==> src/rtl/core/pva_pkg.sv <==
`timescale 1ns / 1ps
// ----------------------------------------------------------------------------
// pva_pkg: shared types and constants of the priority voice allocator
// Voice count, chip register map, command kinds and the job word passed from
// the front end to the write sequencer.
// ----------------------------------------------------------------------------
package pva_pkg;

  localparam int VOICES = 6;
  localparam int VIDX_W = $clog2(VOICES);
  localparam int MASK_W = 6;

  // Job queue between front end and write sequencer
  localparam int QDEPTH = 2;
  localparam int QPTR_W = $clog2(QDEPTH);
  localparam int QCNT_W = $clog2(QDEPTH + 1);

  // Stream word widths
  localparam int IN_DATA_W  = 64;
  localparam int OUT_DATA_W = 24;

  // Sound chip register map
  localparam logic [7:0] REG_KEY      = 8'h00;
  localparam logic [7:0] REG_MAXVOL   = 8'h01;
  localparam logic [7:0] REG_PANVOL   = 8'h08;
  localparam logic [7:0] REG_START_LO = 8'h10;
  localparam logic [7:0] REG_START_HI = 8'h18;
  localparam logic [7:0] REG_STOP_LO  = 8'h20;
  localparam logic [7:0] REG_STOP_HI  = 8'h28;
  localparam logic [7:0] REG_FLAG_ACK = 8'h1C;
  localparam logic [7:0] KEY_OFF_BIT  = 8'h80;
  localparam logic [7:0] MAXVOL_VAL   = 8'h3F;

  // Write sequence steps of a play job
  localparam logic [2:0] STEP_KEYOFF   = 3'd0;
  localparam logic [2:0] STEP_PANVOL   = 3'd1;
  localparam logic [2:0] STEP_START_LO = 3'd2;
  localparam logic [2:0] STEP_START_HI = 3'd3;
  localparam logic [2:0] STEP_STOP_LO  = 3'd4;
  localparam logic [2:0] STEP_STOP_HI  = 3'd5;
  localparam logic [2:0] STEP_KEYON    = 3'd6;

  typedef enum logic [1:0] {
    ACT_PLAY = 2'd0,
    ACT_END  = 2'd1,
    ACT_RES  = 2'd2,
    ACT_VOL  = 2'd3
  } act_e;

  typedef struct packed {
    act_e              kind;
    logic [VIDX_W-1:0] voice;
    logic              stop_first;
    logic [7:0]        panvol;
    logic [15:0]       start;
    logic [15:0]       stop;
    logic [7:0]        flags;
  } job_t;

  typedef struct packed {
    logic       last;
    logic [7:0] value;
    logic [7:0] addr;
    logic       port;
  } wr_t;

endpackage

==> src/rtl/core/pva_front.sv <==
`timescale 1ns / 1ps
// ----------------------------------------------------------------------------
// pva_front: command intake and voice selection
// Holds per-voice busy, reserved, code and priority state, picks a voice for
// play requests and pushes one job per command that produces writes.
// ----------------------------------------------------------------------------
module pva_front import pva_pkg::*; (
  input  logic        clk_i,
  input  logic        rst_ni,
  input  logic        in_valid_i,
  output logic        in_ready_o,
  input  act_e        action_i,
  input  logic [7:0]  sound_code_i,
  input  logic [3:0]  priority_req_i,
  input  logic        retrigger_i,
  input  logic [7:0]  pan_volume_i,
  input  logic [15:0] sample_start_i,
  input  logic [15:0] sample_stop_i,
  input  logic [MASK_W-1:0] voice_mask_i,
  input  logic        q_full_i,
  output logic        push_o,
  output job_t        job_o
);

  logic [VOICES-1:0] busy_q, busy_d;
  logic [VOICES-1:0] res_q, res_d;
  logic [7:0]        code_q [VOICES];
  logic [3:0]        prio_q [VOICES];

  logic              accept;
  logic [7:0]        mask8;
  logic [VOICES-1:0] mask_v;
  logic              hit;
  logic              stop_first;
  logic [VIDX_W-1:0] sel;

  assign in_ready_o = !q_full_i;
  assign accept     = in_valid_i && !q_full_i;
  assign mask8      = 8'(voice_mask_i);
  assign mask_v     = mask8[VOICES-1:0];

  // Voice search: retrigger match, then first free, then the lowest-priority busy voice if below the request
  always_comb begin
    logic              m_found, f_found, l_found;
    logic [VIDX_W-1:0] m_idx, f_idx, l_idx;
    logic [3:0]        l_prio;
    m_found = 1'b0;
    f_found = 1'b0;
    l_found = 1'b0;
    m_idx   = '0;
    f_idx   = '0;
    l_idx   = '0;
    l_prio  = '0;
    for (int i = 0; i < VOICES; i++) begin
      if (retrigger_i && busy_q[i] && !res_q[i] && code_q[i] == sound_code_i &&
          !m_found) begin
        m_found = 1'b1;
        m_idx   = VIDX_W'(i);
      end
      if (!busy_q[i] && !res_q[i] && !f_found) begin
        f_found = 1'b1;
        f_idx   = VIDX_W'(i);
      end
      if (busy_q[i] && !res_q[i] && (!l_found || prio_q[i] < l_prio)) begin
        l_found = 1'b1;
        l_idx   = VIDX_W'(i);
        l_prio  = prio_q[i];
      end
    end
    priority if (m_found) begin
      hit        = 1'b1;
      stop_first = 1'b1;
      sel        = m_idx;
    end else if (f_found) begin
      hit        = 1'b1;
      stop_first = 1'b0;
      sel        = f_idx;
    end else if (l_found && l_prio < priority_req_i) begin
      hit        = 1'b1;
      stop_first = 1'b1;
      sel        = l_idx;
    end else begin
      hit        = 1'b0;
      stop_first = 1'b0;
      sel        = '0;
    end
  end

  always_comb begin
    busy_d = busy_q;
    res_d  = res_q;
    push_o = 1'b0;
    if (accept) begin
      unique case (action_i)
        ACT_PLAY: begin
          if (hit) begin
            busy_d[sel] = 1'b1;
            push_o      = 1'b1;
          end
        end
        ACT_END: begin
          busy_d = busy_q & ~mask_v;
          push_o = 1'b1;
        end
        ACT_RES: res_d  = mask_v;
        ACT_VOL: push_o = 1'b1;
        default: push_o = 1'b0;
      endcase
    end
  end

  assign job_o.kind       = action_i;
  assign job_o.voice      = sel;
  assign job_o.stop_first = stop_first;
  assign job_o.panvol     = pan_volume_i;
  assign job_o.start      = sample_start_i;
  assign job_o.stop       = sample_stop_i;
  assign job_o.flags      = 8'(mask_v);

  always_ff @(posedge clk_i or negedge rst_ni) begin
    if (!rst_ni) begin
      busy_q <= '0;
      res_q  <= '0;
      for (int i = 0; i < VOICES; i++) begin
        code_q[i] <= '0;
        prio_q[i] <= '0;
      end
    end else begin
      busy_q <= busy_d;
      res_q  <= res_d;
      for (int i = 0; i < VOICES; i++) begin
        if (accept && action_i == ACT_PLAY && hit && sel == VIDX_W'(i)) begin
          code_q[i] <= sound_code_i;
          prio_q[i] <= priority_req_i;
        end
      end
    end
  end

endmodule

==> src/rtl/core/pva_queue.sv <==
`timescale 1ns / 1ps
// ----------------------------------------------------------------------------
// pva_queue: job queue
// Short first-in first-out buffer of jobs between intake and sequencer.
// ----------------------------------------------------------------------------
module pva_queue import pva_pkg::*; (
  input  logic clk_i,
  input  logic rst_ni,
  input  logic push_i,
  input  job_t push_job_i,
  input  logic pop_i,
  output job_t head_o,
  output logic full_o,
  output logic empty_o
);

  job_t              entry_q [QDEPTH];
  logic [QPTR_W-1:0] wr_ptr_q, rd_ptr_q;
  logic [QCNT_W-1:0] cnt_q;

  assign full_o  = (cnt_q == QCNT_W'(QDEPTH));
  assign empty_o = (cnt_q == '0);
  assign head_o  = entry_q[rd_ptr_q];

  always_ff @(posedge clk_i) begin
    if (push_i) begin
      entry_q[wr_ptr_q] <= push_job_i;
    end
  end

  always_ff @(posedge clk_i or negedge rst_ni) begin
    if (!rst_ni) begin
      wr_ptr_q <= '0;
      rd_ptr_q <= '0;
      cnt_q    <= '0;
    end else begin
      if (push_i) begin
        wr_ptr_q <= (wr_ptr_q == QPTR_W'(QDEPTH - 1)) ? '0 : wr_ptr_q + 1'b1;
      end
      if (pop_i) begin
        rd_ptr_q <= (rd_ptr_q == QPTR_W'(QDEPTH - 1)) ? '0 : rd_ptr_q + 1'b1;
      end
      unique case ({push_i, pop_i})
        2'b10:   cnt_q <= cnt_q + 1'b1;
        2'b01:   cnt_q <= cnt_q - 1'b1;
        default: cnt_q <= cnt_q;
      endcase
    end
  end

endmodule

==> src/rtl/core/pva_back.sv <==
`timescale 1ns / 1ps
// ----------------------------------------------------------------------------
// pva_back: register write sequencer
// Takes one job at a time and steps through its chip writes, one word per
// cycle into an output register while the output is not stalled.
// ----------------------------------------------------------------------------
module pva_back import pva_pkg::*; (
  input  logic clk_i,
  input  logic rst_ni,
  input  logic q_empty_i,
  input  job_t q_head_i,
  output logic pop_o,
  output logic out_valid_o,
  input  logic out_ready_i,
  output wr_t  out_word_o
);

  logic       busy_q;
  job_t       job_q;
  logic [2:0] step_q;
  logic       ovalid_q;
  wr_t        oword_q;

  wr_t        word;
  logic       load;
  logic [7:0] vbit;
  logic [7:0] voff;

  assign vbit  = 8'(1) << job_q.voice;
  assign voff  = 8'(job_q.voice);
  assign pop_o = !busy_q && !q_empty_i;
  assign load  = busy_q && (!ovalid_q || out_ready_i);

  always_comb begin
    word = '0;
    unique case (job_q.kind)
      ACT_PLAY: begin
        word.port = 1'b1;
        unique case (step_q)
          STEP_KEYOFF: begin
            word.addr  = REG_KEY;
            word.value = KEY_OFF_BIT | vbit;
          end
          STEP_PANVOL: begin
            word.addr  = REG_PANVOL + voff;
            word.value = job_q.panvol;
          end
          STEP_START_LO: begin
            word.addr  = REG_START_LO + voff;
            word.value = job_q.start[7:0];
          end
          STEP_START_HI: begin
            word.addr  = REG_START_HI + voff;
            word.value = job_q.start[15:8];
          end
          STEP_STOP_LO: begin
            word.addr  = REG_STOP_LO + voff;
            word.value = job_q.stop[7:0];
          end
          STEP_STOP_HI: begin
            word.addr  = REG_STOP_HI + voff;
            word.value = job_q.stop[15:8];
          end
          default: begin
            word.addr  = REG_KEY;
            word.value = vbit;
            word.last  = 1'b1;
          end
        endcase
      end
      ACT_END: begin
        word.port = 1'b0;
        word.addr = REG_FLAG_ACK;
        // second write clears the acknowledge
        if (step_q == STEP_KEYOFF) begin
          word.value = job_q.flags;
        end else begin
          word.value = '0;
          word.last  = 1'b1;
        end
      end
      ACT_VOL: begin
        word.port  = 1'b1;
        word.addr  = REG_MAXVOL;
        word.value = MAXVOL_VAL;
        word.last  = 1'b1;
      end
      default: word.last = 1'b1;
    endcase
  end

  always_ff @(posedge clk_i) begin
    if (pop_o) begin
      job_q <= q_head_i;
    end
    if (load) begin
      oword_q <= word;
    end
  end

  always_ff @(posedge clk_i or negedge rst_ni) begin
    if (!rst_ni) begin
      busy_q   <= 1'b0;
      step_q   <= STEP_KEYOFF;
      ovalid_q <= 1'b0;
    end else begin
      if (pop_o) begin
        busy_q <= 1'b1;
        // skip the key-off write when the voice was free
        step_q <= (q_head_i.kind == ACT_PLAY && !q_head_i.stop_first) ?
                  STEP_PANVOL : STEP_KEYOFF;
      end else if (load) begin
        if (word.last) begin
          busy_q <= 1'b0;
        end else begin
          step_q <= step_q + 1'b1;
        end
      end
      if (load) begin
        ovalid_q <= 1'b1;
      end else if (out_ready_i) begin
        ovalid_q <= 1'b0;
      end
    end
  end

  assign out_valid_o = ovalid_q;
  assign out_word_o  = oword_q;

endmodule

==> src/rtl/core/priority_voice_allocator_top.sv <==
`timescale 1ns / 1ps
// ----------------------------------------------------------------------------
// priority_voice_allocator_top: six-voice sample playback allocator
// Picks a voice for each sound request and streams the chip register writes.
// ----------------------------------------------------------------------------
// The front end takes a command word whenever the two-entry job queue has
// room, chooses a voice and updates the voice state at once; the write
// sequencer then emits one register write per cycle through its output
// register while the output is not stalled. A play request makes 6 writes
// on a free voice or 7 with key-off on a retriggered or stolen voice, after
// the job is fetched from the queue; end-flag acknowledge makes 2 writes,
// max volume 1, and a reserved-mask load or a dropped request writes
// nothing. The sustained rate is set by the sequencer's one-write-per-cycle
// output.
module priority_voice_allocator_top import pva_pkg::*; (
  input  logic                  clk_i,
  input  logic                  rst_ni,
  input  logic                  s_axis_tvalid_i,
  output logic                  s_axis_tready_o,
  // sound_code[7:0], priority_req[11:8], retrigger[12], pan_volume[20:13],
  // sample_start[36:21], sample_stop[52:37], voice_mask[58:53], zero fill
  input  logic [IN_DATA_W-1:0]  s_axis_tdata_i,
  // action[1:0]
  input  logic [1:0]            s_axis_tuser_i,
  output logic                  m_axis_tvalid_o,
  input  logic                  m_axis_tready_i,
  // port_select[0], reg_address[8:1], reg_value[16:9], zero fill
  output logic [OUT_DATA_W-1:0] m_axis_tdata_o,
  output logic                  m_axis_tlast_o
);

  logic push, pop, q_full, q_empty;
  job_t push_job, head_job;
  wr_t  oword;

  pva_front u_front (
    .clk_i          (clk_i),
    .rst_ni         (rst_ni),
    .in_valid_i     (s_axis_tvalid_i),
    .in_ready_o     (s_axis_tready_o),
    .action_i       (act_e'(s_axis_tuser_i)),
    .sound_code_i   (s_axis_tdata_i[7:0]),
    .priority_req_i (s_axis_tdata_i[11:8]),
    .retrigger_i    (s_axis_tdata_i[12]),
    .pan_volume_i   (s_axis_tdata_i[20:13]),
    .sample_start_i (s_axis_tdata_i[36:21]),
    .sample_stop_i  (s_axis_tdata_i[52:37]),
    .voice_mask_i   (s_axis_tdata_i[58:53]),
    .q_full_i       (q_full),
    .push_o         (push),
    .job_o          (push_job)
  );

  pva_queue u_queue (
    .clk_i      (clk_i),
    .rst_ni     (rst_ni),
    .push_i     (push),
    .push_job_i (push_job),
    .pop_i      (pop),
    .head_o     (head_job),
    .full_o     (q_full),
    .empty_o    (q_empty)
  );

  pva_back u_back (
    .clk_i       (clk_i),
    .rst_ni      (rst_ni),
    .q_empty_i   (q_empty),
    .q_head_i    (head_job),
    .pop_o       (pop),
    .out_valid_o (m_axis_tvalid_o),
    .out_ready_i (m_axis_tready_i),
    .out_word_o  (oword)
  );

  assign m_axis_tdata_o = {7'd0, oword.value, oword.addr, oword.port};
  assign m_axis_tlast_o = oword.last;

endmodule

==> config.mk <==
export PLATFORM = sky130hd
export DESIGN_NAME = priority_voice_allocator_top
export DESIGN_NICKNAME = d
export VERILOG_FILES = /design/src/rtl/core/pva_pkg.sv /design/src/rtl/core/pva_front.sv /design/src/rtl/core/pva_queue.sv /design/src/rtl/core/pva_back.sv /design/src/rtl/core/priority_voice_allocator_top.sv
export SDC_FILE = /design/constraint.sdc
export NUM_CORES = 1
export LEC_CHECK = 0
export BUFFER_PORTS_ARGS = -buffer_cell sky130_fd_sc_hd__buf_2
export CORE_MARGIN = 5
export CORE_UTILIZATION = 45
export DETAILED_ROUTE_END_ITERATION = 10
export PLACE_DENSITY = 0.6
export SLEW_MARGIN = 20
export SYNTH_ARGS = -nofsm -noshare
export SYNTH_HDL_FRONTEND = slang
export SYNTH_SLANG_ARGS = --single-unit
==> constraint.sdc <==
create_clock -name clk_i -period 15.15 [get_ports clk_i]
set_clock_uncertainty 0.05 [all_clocks]
set_input_delay 4.545 -clock clk_i [delete_from_list [all_inputs] [get_ports clk_i]]
set_output_delay 4.545 -clock clk_i [all_outputs]
set_load 0.1 [all_outputs]
# Word level (Yosys, flattened, before mapping)
# Memory sizes are Yosys's and may differ from the RTL's.
# Cells that the tools add are included.
dict set report word_totals {
  reg_bits 164
  ram_bits 104
  inputBits 70
  output_inout_bits 27
  word_cells 267
  n_memories 1
}
# name words word_bits read_ports rd_ports_with_merged_regs wr line
set mem_list {}
lappend mem_list {u_queue.entry_q 2 52 1 0 1 pva_queue.sv:17} ;# job_t entry_q [QDEPTH];
dict set report op_classes {
  addsub 10
  order_cmp 8
  n_eq_ne 26
  shifts 1
  muxes 74
  bitwise 3
  n_reduce_logical 114
}
# cell count
set op_table {}
lappend op_table {{$pmux W16 S6} 1}
lappend op_table {{$logic_and A1 B1 Y1} 59}
lappend op_table {{$pmux W17 S3} 1}
lappend op_table {{$eq A8 B8 Y1} 6}
lappend op_table {{$mux W1} 41}
lappend op_table {{$mux W3} 12}
lappend op_table {{$logic_not A1 Y1} 32}
lappend op_table {{$lt A4 B4 Y1} 6}
lappend op_table {{$mux W4} 6}
lappend op_table {{$add A6 B3 Y7 const A} 2}
lappend op_table {{$add A5 B3 Y6 const A} 2}
lappend op_table {{$eq A3 B2 Y1 const B} 4}
lappend op_table {{$eq A3 B3 Y1 const B} 4}
lappend op_table {{$mux W2} 6}
lappend op_table {{$pmux W6 S2} 1}
lappend op_table {{$eq A2 B2 Y1 const B} 5}
lappend op_table {{$reduce_bool A2 Y1} 5}
lappend op_table {{$logic_not A2 Y1} 4}
lappend op_table {{$mux W8} 1}
lappend op_table {{$shl A1 B3 Y8 const A} 1}
lappend op_table {{$and A6 B6 Y6} 1}
lappend op_table {{$eq A2 B1 Y1 const B} 3}
lappend op_table {{$eq A3 B1 Y1 const B} 2}
lappend op_table {{$logic_not A3 Y1} 2}
lappend op_table {{other kinds (20)} 29}

# Longest topological paths before layout
# Gate-level depths: netlist of the first run.
dict set report depth {
  word_depth 35
  mapped_depth 55
  mapped_depth_nobuf 53
}

# Cells and area by module
# Synthesis of the first run repeated with hierarchy kept, for this count alone.
dict set report hier_totals {
  hier_cells 951
  area_unflattened_um2 13200.2
}
# mod n_inst cells_each area_per_inst_um2 seq_area_each_um2
set modules_own_cells {}
lappend modules_own_cells {pva_front 1 544 5657.9 2102.0}
lappend modules_own_cells {pva_queue 1 184 4330.4 3343.2}
lappend modules_own_cells {pva_back 1 215 3155.5 2197.1}
lappend modules_own_cells {priority_voice_allocator_top 1 8 56.3 0.0}

# Worst setup path before layout of the first run
# Ideal clock, no wire load.
dict set report synth_path {
  kind {flip-flop to flip-flop}
  startpoint {reg u_front.res_q[0]}
  endpoint {mem u_queue.entry_q[0][0] (netlist bit) (enable)}
  setup_time_ns 0.462
  arrival_ns 11.394
  required_time_ns 14.638
  slack_ns 3.244
  stages_incl_launch_ff 51
  n_path_buf 2
  period_less_slack_ns 11.906
  path_cell_list {dfrtp_1 > and2b_1 > nand2_1 > ha_1 > a211o_1 > a211oi_4 > or2_0 > nand2_1 > o21ai_0 > inv_1 > ha_1 > nand3_1 > a21oi_1 > o41ai_2 > o21ai_1 > buf_2 > nor2_1 > a21oi_1 > [... 15 more ...] > mux2i_1 > ha_1 > o21a_1 > o22a_1 > a211oi_1 > o21ai_1 > a211oi_1 > or2_1 > buf_2 > o21ai_0 > ha_1 > a221oi_1 > a2111oi_0 > a21bo_2 > a31oi_1 > nor2_1 > inv_1 > nor2_1}
}
dict set report synth_between {
  elab_chain_cells 33
  word_cells_on_any_way 79
  cone_classes {6 x order compare; 32 x mux; 41 x reduce/logical}
}
# element line
set synth_rtl {}
lappend synth_rtl {{start, declared} pva_front.sv:26} ;# logic [VOICES-1:0] res_q, res_d;
lappend synth_rtl {{start signal, assigned} pva_front.sv:130} ;# res_q <= res_d;
lappend synth_rtl {{$logic_not A1 Y1 (*)} {pva_front.sv:55, pva_front.sv:60, pva_front.sv:64}}
lappend synth_rtl {{$logic_and A1 B1 Y1} pva_front.sv:64} ;# if (busy_q[i] && !res_q[i] && (!l_found || prio_q[i] < l_prio)) begin
lappend synth_rtl {{$mux W4 / $mux W1 (equally long branches)} pva_front.sv:64}
lappend synth_rtl {{$lt A4 B4 Y1 / $logic_not A1 Y1 (equally long branches)} pva_front.sv:64}
lappend synth_rtl {{$logic_or A1 B1 Y1} pva_front.sv:64}
lappend synth_rtl {{$logic_and A1 B1 Y1} pva_front.sv:64}
lappend synth_rtl {{$mux W4 / $mux W1 (equally long branches)} pva_front.sv:64}
lappend synth_rtl {{$lt A4 B4 Y1 / $logic_not A1 Y1 (equally long branches)} pva_front.sv:64}
lappend synth_rtl {{[... 17 more ...]} n/a}
lappend synth_rtl {{$mux W1} pva_front.sv:78} ;# end else if (l_found && l_prio < priority_req_i) begin
lappend synth_rtl {{$mux W1} pva_front.sv:74} ;# end else if (f_found) begin
lappend synth_rtl {{$mux W1 (*)} pva_front.sv:70} ;# priority if (m_found) begin
lappend synth_rtl {{$mux W1 (*)} pva_front.sv:96} ;# if (hit) begin
lappend synth_rtl {{$pmux W1 S2 (*)} pva_front.sv:94} ;# unique case (action_i)
lappend synth_rtl {{$mux W1 (*)} pva_front.sv:93} ;# if (accept) begin
lappend synth_rtl {{$mux W1 (*)} pva_queue.sv:26} ;# if (push_i) begin
lappend synth_rtl {{$mux W1 (not written as such) (*)} pva_queue.sv:27} ;# entry_q[wr_ptr_q] <= push_job_i;
lappend synth_rtl {{end, declared} pva_queue.sv:17}
# Every way passes the cells marked *; elsewhere a longest branch is shown, timed or not.

# Worst setup path after layout of the first run
dict set report layout_path {
  startpoint {reg u_front.res_q[0]}
  endpoint {mem u_queue.entry_q[0][3] (netlist bit) (enable)}
}
# Same word-level chain as after synthesis.

==> run summary, run 1 <==
Worst Path Required -> 15.33 ns
Switch share -> 0.366
Critical path buffer and inverter count -> 5
Status -> complete, no violations
Slew Viols, Final -> 0
Top_reg_cell synth -> edfxtp_1
Tcrit/Tclk final -> 0.855
Final setup violation count -> 0
Cell mode on critical path -> ha_1
Worst Tran Pin Value -> 1.03 ns
Clk network pwr share -> 0.232
Post-CTS setup buffers -> 0
Crit path DAT -> 13.13 ns
Final HPWL DP -> 17000 um
Root Driver -> clkbuf_16
Max Buffers Root-to-Sink -> 3
Hold-fix buffer count after cts -> 0
IO Port Bufs -> 82
Cts repair resizes -> 0
Syn. warnings -> 0
Comb power frac -> 0.364
Crit-path slowest cell -> nor2_4
Register bit total from synthesis -> 264
Initial antenna violation count -> 0
Dpl cells -> 1254
Row count -> 60
Critical path type -> reg2reg
Clock slew at reported path FFs -> 0.06 ns
Netlist cell types -> 81
Ratio of cells with drive above 1 in the final layout -> 0.292
Setup TNS -> 0 ns
Worst Setup Start Kind -> register
Total GRT Usage -> 0.161
Min-delay worst type -> reg2reg
Vias -> 7009
CP Capture Type -> register
Fmax -> 0.0772 GHz
CP delay by family, top -> compound AO/OA/AOI/OAI gates
Wirelength per Cell -> 18.9 um
Leak -> 5.43 nW
CTS buffer count -> 29
IO Pins -> 97
Initial DRT Pass Iterations -> 5
Clock sinks -> 264
Slowest cell delay on critical path -> 0.79 ns
Clock latency on the worst-skew pair -> 0.56 ns
Syn Inst Count -> 858
Antenna Cells -> 0
Placed cell areas -> 12900 um^2
Slew margin rel. -> 0.310
Die Y -> 174 um
Ys async rst share -> 0.352
Final WL -> 24700 um
Critical Path Fanout Max -> 32
Internal power -> 1.88 mW
Final ANT Viol Nets -> 0
Sequential area share after synthesis -> 0.613
Crit path time final -> 12.95 ns
Peak VDD IR -> 0.000107 V
Cell Count, Final, Fillers Out -> 1306
RSZ-0062 raised after global routing -> false
Post-Syn Area -> 12200 um^2
Largest net degree at the start of global routing -> 61
DRC errors left -> 0
First-pass GRT wire length -> 39600 um
Nets -> 1042
Core Box Area -> 26800 um^2
Full die area -> 30400 um^2
Vias in the first global route -> 7134
RePlAce Congestion -> 0.886
Cell area after layout -> 13800 um^2
Synth-to-layout area growth -> 13.4%
Max Cap Viol -> 0
Number of flops mapped to enable cells by yosys -> 171
Final Hold Viols -> 0
NetSw -> 1.09 mW
1st-iter DRT viols -> 450
Cell Pwr Density -> 215 nW/um^2
Chip width -> 174 um
Starting Density -> 0.454
Layout fillers -> 2301
CTS tree -> built
Gr ovfl total -> 0
Mapped Avg Cell Area -> 14.2 um^2
Via/cell ratio -> 5.37
Htree depth -> 1
Sequential share of power -> 0.405
## Yosys cell counts (all sizes together), types with 3 or more instances
master	number	share of area
nand2b	14	0.0072
nand3	17	0.0070
mux2i	8	0.0066
a211o	4	0.0030
mux2	132	0.13
o21ai	22	0.0090
a222oi	8	0.0066
o211ai	5	0.0031
nor3	12	0.0049
edfxtp	171	0.42
a211oi	8	0.0068
nand4	9	0.0046
o21a	6	0.0037
o22ai	3	0.0015
and2	7	0.0036
nor2	38	0.013
xor2	11	0.0079
or2	4	0.0021
a221oi	7	0.0050
a21oi	18	0.0074
or4	3	0.0019
o31a	3	0.0022
dfrtp	93	0.19
buf	28	0.015
nand2	39	0.012
clkbuf	12	0.0037
nand3b	3	0.0039
a311oi	3	0.0022
ha	28	0.029
a22oi	7	0.0043
a21o	9	0.0056
xnor2	43	0.031
a31oi	4	0.0021
o21bai	3	0.0022
nor2b	8	0.0041
inv	31	0.0096
## worst paths after layout
kind                                   startpoint               endpoint  slack [ns]  cells after the start
worst max-delay path             u_front.res_q[0]  u_queue.entry_q[0][3]        2.20                     49
worst min register to register  u_front.code_q[5]      u_front.code_q[5]        0.46                      1
max in group asynchronous                  rst_ni     u_front.code_q[43]       10.02                      2
worst min-delay path            u_front.code_q[5]      u_front.code_q[5]        0.46                      1
worst max register to register   u_front.res_q[0]  u_queue.entry_q[0][3]        2.20                     49
min in group asynchronous                  rst_ni     u_back.out_valid_o        3.89                      1
## layout make-up
class                   count  area, um^2  share of cell area
clock buffers              35         748              0.0542
clock inverters            17         183              0.0132
inverters                  31         116             0.00844
multi-input cells         531        4410               0.319
flip-flops and latches    264        7460               0.541
well taps                 341         427              0.0309
repair buffers             87         450              0.0327
## power by group through the flow
| stage | Combinational [mW] | Clock [mW] | Sequential (mW) |
|---|---|---|---|
| detailed placement | 1.08 | 0 | 1.22 |
| floorplan | 0.730 | 0 | 1.32 |
| finish | 1.08 | 0.687 | 1.20 |
| global placement | 1.07 | 0 | 1.21 |
| global route | 1.19 | 0.737 | 1.23 |
| CTS | 1.09 | 0.705 | 1.20 |
## cells by family after synthesis
family	share of synthesized area
other	0.000308
DFF	0.613
muxes	0.134
xor gates and xnor gates	0.0389
adders and majority gates	0.0288
AOI/OAI and AO/OA	0.0841
buffers and inverters	0.0285
and+or+nand+nor	0.0719
## flip-flops by register name (all words and copies together) (netlist names)
signal,flops
u_back.busy_q,1
u_back.job_q,51
u_back.out_valid_o,1
u_back.out_word_o,16
u_back.step_q,3
u_front.busy_q,6
u_front.code_q,48
u_front.prio_q,24
u_front.res_q,6
u_queue.cnt_q,2
u_queue.entry_q,104
u_queue.rd_ptr_q,1
u_queue.wr_ptr_q,1
## through the flow
step | setup slack (ns) | hold WS (ns) | util | power [mW]
after floorplan | 3.24 | 0.406 | - | 2.05
after global placement | 2.36 | 0.439 | 0.480 | 2.28
after detailed placement | 2.19 | 0.446 | 0.480 | 2.30
after CTS | 2.12 | 0.460 | 0.515 | 3.00
after global routing | 0.905 | 0.483 | 0.515 | 3.16
final | 2.20 | 0.457 | 0.515 | 2.97
## cell usage in the layout (no fill, tap or decap), drive strengths merged, types with 5 or more instances in the layout
cell / netlist / layout
nand2: 39 / 39
a222oi: 8 / 8
a221oi: 7 / 7
o21ai: 22 / 22
xnor2: 43 / 43
a21o: 9 / 9
clkinv: 0 / 10
buf: 28 / 87
o211ai: 5 / 5
nand2b: 14 / 14
dfrtp: 93 / 93
and2: 7 / 7
mux2i: 8 / 8
a22oi: 7 / 7
o21a: 6 / 6
nand4: 9 / 9
conb: 1 / 9
nand3: 17 / 17
a21oi: 18 / 18
mux2: 132 / 132
nor3: 12 / 12
xor2: 11 / 11
inv: 31 / 32
ha: 28 / 28
nor2b: 8 / 8
clkbuf: 12 / 35
nor2: 38 / 38
edfxtp: 171 / 171
a211oi: 8 / 8
## layer usage
layer  global-route usage  part of all wire
met5                    0                 0
met4               0.0482             0.028
met3               0.0278             0.042
met2                0.268              0.48
met1                0.219              0.45
Note: power is estimated with default switching activity, not from simulation.
==> inputs of run 2 (changes only) <==
--- a/config.mk
+++ b/config.mk
@@ -6,6 +6,7 @@
 export NUM_CORES = 1
 export LEC_CHECK = 0
 export BUFFER_PORTS_ARGS = -buffer_cell sky130_fd_sc_hd__buf_2
+export CORE_ASPECT_RATIO = 1.1
 export CORE_MARGIN = 5
 export CORE_UTILIZATION = 45
 export DETAILED_ROUTE_END_ITERATION = 10
==> run 2 against run 1 <==
  * Critical path depth did not move
  * Global-route usage rose by 0.28 points
  * Worst setup slack improved by 0.18 ns
  * Core utilization fell by 0.061 points
  * Die area barely moved
  * Cell count rose by 1.2%
  * First-iteration DRC count rose by 8.0%
  * Non-clock buffer count did not move
  * Wire length rose by 1.6%
  * Highest routed layer unchanged
==> run summary, run 2 (synthesized netlist as in run 1, its figures left out) <==
Worst Setup Start Kind -> register (unchanged)
Critical path launch point -> u_front.res_q[0] (unchanged)
Full die area -> 30400 um^2 (about the same)
Slew Viols, Final -> 0 (unchanged)
Vias -> 7064 (was 7009)
First-pass GRT wire length -> 40100 um (was 39600 um)
Peak VDD IR -> 0.000192 V (was 0.000107 V)
Setup TNS -> 0 ns (unchanged)
Nets -> 1041 (was 1042)
Synth-to-layout area growth -> 13.2% (was 13.4%)
Max reg flops -> 104 (unchanged)
Die Y -> 182 um (was 174 um)
Wirelength per Cell -> 19.0 um (was 18.9 um)
WL met2 -> 12000 um (was 11800 um)
Vias in the first global route -> 7191 (was 7134)
Leak -> 5.42 nW (was 5.43 nW)
Via/cell ratio -> 5.34 (was 5.37)
Worst Path Required -> 15.31 ns (was 15.33 ns)
IO Port Bufs -> 82 (unchanged)
Crit path time final -> 12.77 ns (was 12.95 ns)
Critical path type -> reg2reg (unchanged)
Clock sinks -> 264 (unchanged)
Cell Pwr Density -> 214 nW/um^2 (was 215 nW/um^2)
Worst Tran Pin Value -> 0.972 ns (was 1.03 ns)
CP Capture Type -> register (unchanged)
Htree depth -> 1 (unchanged)
Most frequent cells in the layout -> 171 x edfxtp_1, 112 x mux2_2, 92 x dfrtp_1, 81 x buf_2, 43 x xnor2_1 (unchanged)
Ratio of cells with drive above 1 in the final layout -> 0.293 (was 0.292)
Final HPWL DP -> 17200 um (was 17000 um)
Slowest cell delay on critical path -> 0.74 ns (was 0.79 ns)
Fmax -> 0.0783 GHz (was 0.0772 GHz)
RSZ-0062 raised after global routing -> false (unchanged)
Clock latency on the worst-skew pair -> 0.56 ns (about the same)
Status -> complete, no violations (unchanged)
Largest net degree at the start of global routing -> 57 (was 61)
CTS buffer count -> 28 (was 29)
Initial DRT Pass Iterations -> 5 (unchanged)
R2R Path Start -> u_front.res_q[0] (unchanged)
Critical Path Fanout Max -> 29 (was 32)
Antenna Cells -> 0 (unchanged)
Tcrit/Tclk final -> 0.843 (was 0.855)
Final Hold Viols -> 0 (unchanged)
Core Box Area -> 26800 um^2 (unchanged)
Slew margin rel. -> 0.351 (was 0.310)
Total GRT Usage -> 0.164 (was 0.161)
M1 WL -> 11100 um (was 11200 um)
Clock slew at reported path FFs -> 0.05 ns (was 0.06 ns)
DRC errors left -> 0 (unchanged)
Chip width -> 167 um (was 174 um)
Max Buffers Root-to-Sink -> 3 (unchanged)
Gr ovfl total -> 0 (unchanged)
Hold-fix buffer count after cts -> 0 (unchanged)
Crit path DAT -> 12.94 ns (was 13.13 ns)
Most flop-heavy register -> u_queue.entry_q (unchanged)
Crit-path slowest cell -> nor2_4 (unchanged)
IO Pins -> 97 (unchanged)
Overall power -> 2.94 mW (was 2.97 mW)
Hold_sp -> u_front.code_q[5] (unchanged)
Max Cap Viol -> 0 (unchanged)
Initial antenna violation count -> 0 (unchanged)
Min-delay worst type -> reg2reg (unchanged)
Row count -> 63 (was 60)
Met3 WL -> 1010 um (was 1030 um)
Root Driver -> clkbuf_16 (unchanged)
Final WL -> 25100 um (was 24700 um)
Post-CTS setup buffers -> 0 (unchanged)
1st-iter DRT viols -> 486 (was 450)
Final setup violation count -> 0 (unchanged)
Cts repair resizes -> 0 (unchanged)
Commonest non-fill, non-tap cell in the layout -> edfxtp_1 (unchanged)
Final ANT Viol Nets -> 0 (unchanged)
Starting Density -> 0.454 (unchanged)
Largest registers -> u_queue.entry_q (104), u_back.job_q (51), u_front.code_q (48) (unchanged)
Top sig layer -> met4 (unchanged)
RePlAce Congestion -> 0.924 (was 0.886)
Cell mode on critical path -> ha_1 (unchanged)
CTS tree -> built (unchanged)
[run 2: worst paths after layout]
check | end | slack [ns] | cells past startpoint
setup / recovery | u_queue.entry_q[0][6] | 2.38 | 49
hold / removal | u_front.code_q[5] | 0.46 | 1
setup reg to reg | u_queue.entry_q[0][6] | 2.38 | 49
hold reg to reg | u_front.code_q[5] | 0.46 | 1
max in group asynchronous | u_queue.rd_ptr_q | 10.04 | 2
min in group asynchronous | u_back.out_valid_o | 3.93 | 1
[run 2: where the power goes]
part | internal, mW | total [mW] | leakage [nW] | switching [mW]
Combinational | 0.420 | 1.09 | 2.19 | 0.669
Clock | 0.375 | 0.658 | 0.432 | 0.283
Sequential | 1.06 | 1.20 | 2.79 | 0.139
Total | 1.85 | 2.94 | 5.42 | 1.09
[run 2: critical path: cells and delay by family, from the launching register on]
family                   cells  cell delay, ns
AO/OA/AOI/OAI               25            6.03
AND/OR/NAND/NOR             11            2.68
adder cells (fa/ha/maj)      6            1.75
buffers and inverters        5            0.79
multiplexers                 2            0.68
flip-flops                   1            0.43
[run 2: metal layers]
layer,vias to the layer above,global-route usage
met5,-,0
met4,0,0.0648
met3,51,0.0249
met2,174,0.272
met1,3470,0.220
li1,3369,-
[run 2: cell type report]
cell class | instances | area, um^2
Fill cell | 2345 | 13000
Sequential cell | 264 | 7460
Multi-Input combinational cell | 531 | 4410
Clock buffer | 32 | 716
Timing Repair Buffer | 87 | 450
Tap cell | 357 | 447
Clock inverter | 20 | 179
Inverter | 31 | 116
[run 2: stage by stage]
| stage | instance area (um^2) | util | instances | hold slack (ns) | setup slack, ns |
|---|---|---|---|---|---|
| final | 13800 | 0.514 | 1322 | 0.457 | 2.38 |
| after floorplan | 12200 | - | 866 | 0.406 | 3.24 |
| after global routing | 13800 | 0.514 | 1322 | 0.485 | 1.06 |
| after CTS | 13800 | 0.514 | 1322 | 0.463 | 2.26 |
| after global placement | 12900 | 0.481 | 1270 | 0.440 | 2.45 |
| after detailed placement | 12900 | 0.481 | 1270 | 0.450 | 2.34 |
